$ cat src/rtl/core/dnlc_pkg.sv
// Shared codes, constants and types of the directory name lookup cache.
package dnlc_pkg;

	// Operation codes carried with the last word of a name.
	localparam logic [2:0] OP_ENTER      = 3'd0;
	localparam logic [2:0] OP_LOOKUP     = 3'd1;
	localparam logic [2:0] OP_REMOVE     = 3'd2;
	localparam logic [2:0] OP_PURGE_DIR  = 3'd3;
	localparam logic [2:0] OP_PURGE_FILE = 3'd4;
	localparam logic [2:0] OP_PURGE_ALL  = 3'd5;

	// Result status codes.
	localparam logic [2:0] ST_DONE     = 3'd0;
	localparam logic [2:0] ST_MISS     = 3'd1;
	localparam logic [2:0] ST_DISABLED = 3'd2;
	localparam logic [2:0] ST_TOO_LONG = 3'd3;
	localparam logic [2:0] ST_STALE    = 3'd4;

	// Name hash multiplier and the width of one stored text word.
	localparam logic [31:0] HASH_MULT = 32'd173;
	localparam int WORD_BITS = 64;

	typedef logic [15:0] handle_t;

	// Command fields latched from the word that ends a name.
	typedef struct packed {
		logic [2:0] op;
		handle_t    dir;
		handle_t    file;
		logic       cur;
	} cmd_t;

	// One result word.
	typedef struct packed {
		logic [2:0] status;
		handle_t    found;
	} result_t;

endpackage

$ cat src/rtl/core/dnlc_name.sv
// Name collector: folds name bytes into the hash and text, then reduces the hash to a bucket.
module dnlc_name #(
	parameter int NAME_LIMIT   = 32,
	parameter int HASH_BUCKETS = 256
) (
	input  logic                                    clk,
	input  logic                                    arst_n,
	input  logic                                    take,
	input  logic [7:0]                              name_byte,
	input  logic                                    name_last,
	input  logic                                    done,
	output logic                                    idle,
	output logic                                    pend_valid,
	output logic [31:0]                             pend_hash,
	output logic [$clog2(NAME_LIMIT+1)-1:0]         pend_len,
	output logic [((NAME_LIMIT+7)/8)*64-1:0]        pend_text,
	output logic [$clog2(HASH_BUCKETS)-1:0]         pend_bucket
);

	localparam int TEXT_BITS = ((NAME_LIMIT + 7) / 8) * dnlc_pkg::WORD_BITS;
	localparam int LENW = $clog2(NAME_LIMIT + 1);
	localparam int BKW = $clog2(HASH_BUCKETS);
	localparam logic [63:0] RECIP_FULL = 64'h1_0000_0000 / HASH_BUCKETS;
	localparam logic [31:0] RECIP = RECIP_FULL[31:0];

	typedef enum logic [2:0] {N_COLLECT, N_MUL, N_BACK, N_FIX, N_HOLD} nst_t;

	nst_t                 st_q;
	logic [31:0]          hash_q;
	logic [LENW-1:0]      len_q;
	logic [TEXT_BITS-1:0] text_q;
	logic [63:0]          prod_s1;
	logic [31:0]          qb_s2;
	logic [BKW-1:0]       bucket_q;

	logic [31:0]          hash_d;
	logic [TEXT_BITS-1:0] text_d;
	logic [31:0]          rem;
	logic [31:0]          rem_fix;

	// Next hash and text with the incoming byte placed at the current length.
	always_comb begin
		hash_d = hash_q * dnlc_pkg::HASH_MULT + {24'd0, name_byte};
		text_d = text_q;
		for (int p = 0; p < NAME_LIMIT; p++) begin
			if (len_q == LENW'(p)) begin
				text_d[p*8 +: 8] = name_byte;
			end
		end
	end

	// Remainder after the reciprocal estimate, which is at most one bucket count short.
	always_comb begin
		rem = hash_q - qb_s2;
		rem_fix = (rem >= 32'(HASH_BUCKETS)) ? rem - 32'(HASH_BUCKETS) : rem;
	end

	// Collection and bucket reduction sequence.
	always_ff @(posedge clk or negedge arst_n) begin
		if (!arst_n) begin
			st_q <= N_COLLECT;
			hash_q <= '0;
			len_q <= '0;
			text_q <= '0;
			prod_s1 <= '0;
			qb_s2 <= '0;
			bucket_q <= '0;
		end else begin
			case (st_q)
				N_COLLECT: begin
					if (take) begin
						if (name_byte != 8'd0) begin
							hash_q <= hash_d;
							if (len_q < LENW'(NAME_LIMIT)) begin
								text_q <= text_d;
								len_q <= len_q + LENW'(1);
							end
						end
						if (name_last) begin
							st_q <= N_MUL;
						end
					end
				end
				N_MUL: begin
					prod_s1 <= hash_q * RECIP;
					st_q <= N_BACK;
				end
				N_BACK: begin
					qb_s2 <= prod_s1[63:32] * 32'(HASH_BUCKETS);
					st_q <= N_FIX;
				end
				N_FIX: begin
					bucket_q <= rem_fix[BKW-1:0];
					st_q <= N_HOLD;
				end
				N_HOLD: begin
					if (done) begin
						hash_q <= '0;
						len_q <= '0;
						text_q <= '0;
						st_q <= N_COLLECT;
					end
				end
				default: st_q <= N_COLLECT;
			endcase
		end
	end

	assign idle = (st_q == N_COLLECT);
	assign pend_valid = (st_q == N_HOLD);
	assign pend_hash = hash_q;
	assign pend_len = len_q;
	assign pend_text = text_q;
	assign pend_bucket = bucket_q;

endmodule

$ cat config.mk
export PLATFORM = sky130hd
export DESIGN_NAME = dnlc_name
export DESIGN_NICKNAME = d
export VERILOG_FILES = /design/src/rtl/core/dnlc_pkg.sv /design/src/rtl/core/dnlc_name.sv
export SDC_FILE = /design/constraint.sdc
export NUM_CORES = 1
export LEC_CHECK = 0
export BUFFER_PORTS_ARGS = -buffer_cell sky130_fd_sc_hd__buf_2
export CELL_PAD_IN_SITES_DETAIL_PLACEMENT = 2
export CELL_PAD_IN_SITES_GLOBAL_PLACEMENT = 2
export CORE_ASPECT_RATIO = 0.8
export CORE_MARGIN = 10
export CORE_UTILIZATION = 25
export DETAILED_ROUTE_END_ITERATION = 16
export PLACE_DENSITY_LB_ADDON = 0.1
export SKIP_CTS_REPAIR_TIMING = 1
export SYNTH_ARGS = -nofsm -noshare
export SYNTH_HDL_FRONTEND = slang
export SYNTH_SLANG_ARGS = --single-unit
$ cat constraint.sdc
create_clock -name clk -period 12.66 [get_ports clk]
set_clock_uncertainty 0.15 [all_clocks]
set_input_delay 3.798 -clock clk [delete_from_list [all_inputs] [get_ports clk]]
set_output_delay 3.798 -clock clk [all_outputs]
set_load 0.1 [all_outputs]
==> flow_summary.toml <==
[run_status]
outcome = "finished clean"

[final_layout]
fin_nets = 2153
diodes = 0
syn_to_final_growth_pct = 23.8
drive_above_1_share = 0.211

[timing]
worst_pin_slew_ps = 1050
relSlewSlack = 0.300
finalMaxSlewViolations = 0
rsz0062_at_grt = "no"
max_clock_freq_mhz = 131
setup_violations = 0
final.setup.tns_ps = 0
fin_crit_sh = 0.604
hold_violations = 0
timing.final.crit_period_ps = 7650

[synth]
synth_fp_nets = 1862
yosys_warnings = 0
yosys_most_used_dff = "dfrtp_1"
syn_inst = 1642
avgSynthCellArea_sq_um = 9.87
synth-edff-count = 0
syn_area_sq_um = 16200
synth.distinct_cells = 58
synthArstFlopShare = 1.00
ys_seq_elements = 305
yosysSeqAreaShare = 0.471

[setup_path]
crit_arrival_ps = 7910
critPathKind = "in2reg"
cpMostUsedCell = "inv_1"
cp_top_family = "adder cells"
cp-start-kind = "input port"
r2r_setup_slack_ps = 7540
slowest_delay_ps = 530
path_cells = "buf_2 > ha_1 > inv_1 > fa_1 > inv_1 > fa_1 > inv_1 > fa_1 > inv_1 > ha_1 > a2111oi_0 > nor3_1 > a21boi_0 > o21bai_1 > a21o_1 > a21oi_1 > mux2i_1 > o311ai_0"
crit_path_end_kind = "flop"
slowest_stage = "fa_1"
critPathRequiredTime_ps = 12920
crit_path_max_fanout = 4
path_buf_inv = 5

[routing]
antenna_left = 0
drc = 0
dr.pass1.iters = 4
wl_per_cell_um = 21.7
dr_total_vias = 12796
viasPerCell = 4.55
wirelength_mm = 61.1
drt_iter0_markers = 352

[global_route]
grt_pass1_vias = 14149
groute.usage.overall = 0.160
antenna_found_initial = 1
gr-total-overflow = 0
grt_max_degree = 143
grt_pass1_wl_mm = 93.3

[floorplanning]
die_area_sq_um = 75500
die_w_um = 305
dieHeight_um = 248
ios = 317
coreArea_sq_um = 64200
rows = 83
initial_utilization = 0.253

[cts]
path_clk_slew_ps = 60
worstSkewPairLatency_ps = 550
cts-root-buf = "clkbuf_16"
cts_tree = "built"
cts_sinks = 305
numCtsBuffers = 38
h-tree-depth = 2
cts_buffer_depth = 3

[placement]
gp_congestion = 0.737
dp_hpwl_mm = 44.7
portBuffers = 316

[job]
cap_violations = 0

[hold_path]
holdCritPathClass = "reg2reg"
-- state kept, by name, summed over array words and instances (netlist names) --
register	cells
pend_hash	32
pend_bucket	8
pend_text	256
st_q	3
pend_len	6
-- final timing paths --
kind / cells past startpoint / startpoint / endpoint
min in group asynchronous: 1 / arst_n / pend_text[174]$_DFFE_PN0P_
worst min-delay path: 2 / pend_text[22]$_DFFE_PN0P_ / pend_text[22]$_DFFE_PN0P_
worst min register to register: 2 / pend_text[22]$_DFFE_PN0P_ / pend_text[22]$_DFFE_PN0P_
worst max register to register: 17 / pend_hash[3]$_DFFE_PN0P_ / pend_hash[31]$_DFFE_PN0P_
max in group asynchronous: 3 / arst_n / pend_text[113]$_DFFE_PN0P_
worst max-delay path: 18 / name_byte[7] / pend_hash[16]$_DFFE_PN0P_
-- metal layers --
layer  part of all wire  wire length, um  GRT usage  up-vias
li1                   -                -          -     5980
met1               0.47            28800      0.212     6556
met2               0.47            28800      0.266      195
met3              0.040             2450     0.0333       63
met4              0.018             1120     0.0357        2
met5            0.00021               13          0        -
-- placed cells by master (no fill, tap or decap), types with 4 or more instances in the layout --
| cell | netlist | routed |
|---|---|---|
| nand2_1 | 328 | 327 |
| mux2_2 | 8 | 8 |
| buf_2 | 3 | 315 |
| o31ai_1 | 5 | 5 |
| bufinv_16 | 0 | 5 |
| dfrtp_1 | 305 | 305 |
| a21o_1 | 8 | 8 |
| a211oi_1 | 5 | 5 |
| a21oi_1 | 24 | 24 |
| o21ai_1 | 4 | 4 |
| nand2b_1 | 4 | 4 |
| xnor2_1 | 23 | 23 |
| nor2_1 | 15 | 15 |
| clkbuf_1 | 69 | 8 |
| a31oi_1 | 4 | 4 |
| inv_1 | 183 | 183 |
| o21ai_0 | 322 | 322 |
| clkbuf_8 | 0 | 13 |
| nor3_1 | 7 | 7 |
| clkbuf_16 | 0 | 39 |
| nor3b_1 | 7 | 7 |
| o211ai_1 | 7 | 7 |
| fa_1 | 82 | 82 |
| ha_1 | 125 | 125 |
| nand3_1 | 33 | 32 |
| buf_4 | 1 | 12 |
| xor2_1 | 11 | 11 |
| o21bai_1 | 7 | 7 |
-- final cells by class --
cell class / instances / area [sq um]
clock buffer: 60 / 1180
multi-input combinational: 1076 / 7590
timing repair buffer: 329 / 1700
sequential: 305 / 7630
clock inverter: 10 / 200
fill: 7133 / 44100
inverter: 183 / 687
tap: 850 / 1060
-- kinds of logic after synthesis --
logic type,synth area share
xor+xnor,0.0184
flops,0.471
mux,0.00679
buf+inv,0.0614
fa+ha+maj,0.198
compound gates,0.136
simple gates,0.109
-- through the flow --
step	hold slack (ps)	setup slack (ps)	instance area (sq um)	std cells	util
floorplan	333	4870	16200	1642	-
finish	323	5010	20100	2813	0.313
global placement	306	4470	18700	2743	0.291
CTS	331	5010	20100	2813	0.313
detailed placement	317	4410	18700	2743	0.291
global route	347	4710	20100	2813	0.313
-- cell usage after synthesis (2+ instances only) --
cell | n | area (sq um)
a21o_1 | 8 | 60.1
nor4_1 | 2 | 12.5
and3_1 | 2 | 12.5
mux2_2 | 8 | 90.1
fa_1 | 82 | 1640
o311ai_0 | 2 | 17.5
nand2_1 | 328 | 1230
o21ai_0 | 322 | 1610
a211oi_2 | 2 | 25.0
a31oi_1 | 4 | 25.0
o21ai_1 | 4 | 20.0
or3_1 | 2 | 12.5
o21a_1 | 3 | 22.5
nor3b_1 | 7 | 52.6
a21oi_1 | 24 | 120
or2_2 | 3 | 18.8
nand4_1 | 3 | 18.8
a211oi_1 | 5 | 37.5
mux2i_1 | 2 | 20.0
xor2_1 | 11 | 96.3
nor2_1 | 15 | 56.3
dfrtp_1 | 305 | 7630
buf_2 | 3 | 15.0
nor4b_1 | 3 | 26.3
o21bai_1 | 7 | 52.6
buf_1 | 4 | 15.0
o211ai_1 | 7 | 52.6
nand2b_1 | 4 | 25.0
xnor2_1 | 23 | 201
nand3b_1 | 3 | 22.5
nor3_1 | 7 | 35.0
inv_1 | 183 | 687
ha_1 | 125 | 1560
nand3_1 | 33 | 165
o31ai_1 | 5 | 37.5
clkbuf_1 | 69 | 259
-- tightest hold or removal path: stages (launching register included) --
cell and delay [ps]:
dfrtp_1 330, nand2_1 50, o21ai_0 60
Power is not shown: default switching activity piles up to over one toggle a cycle in this logic, so the estimate is an artifact.
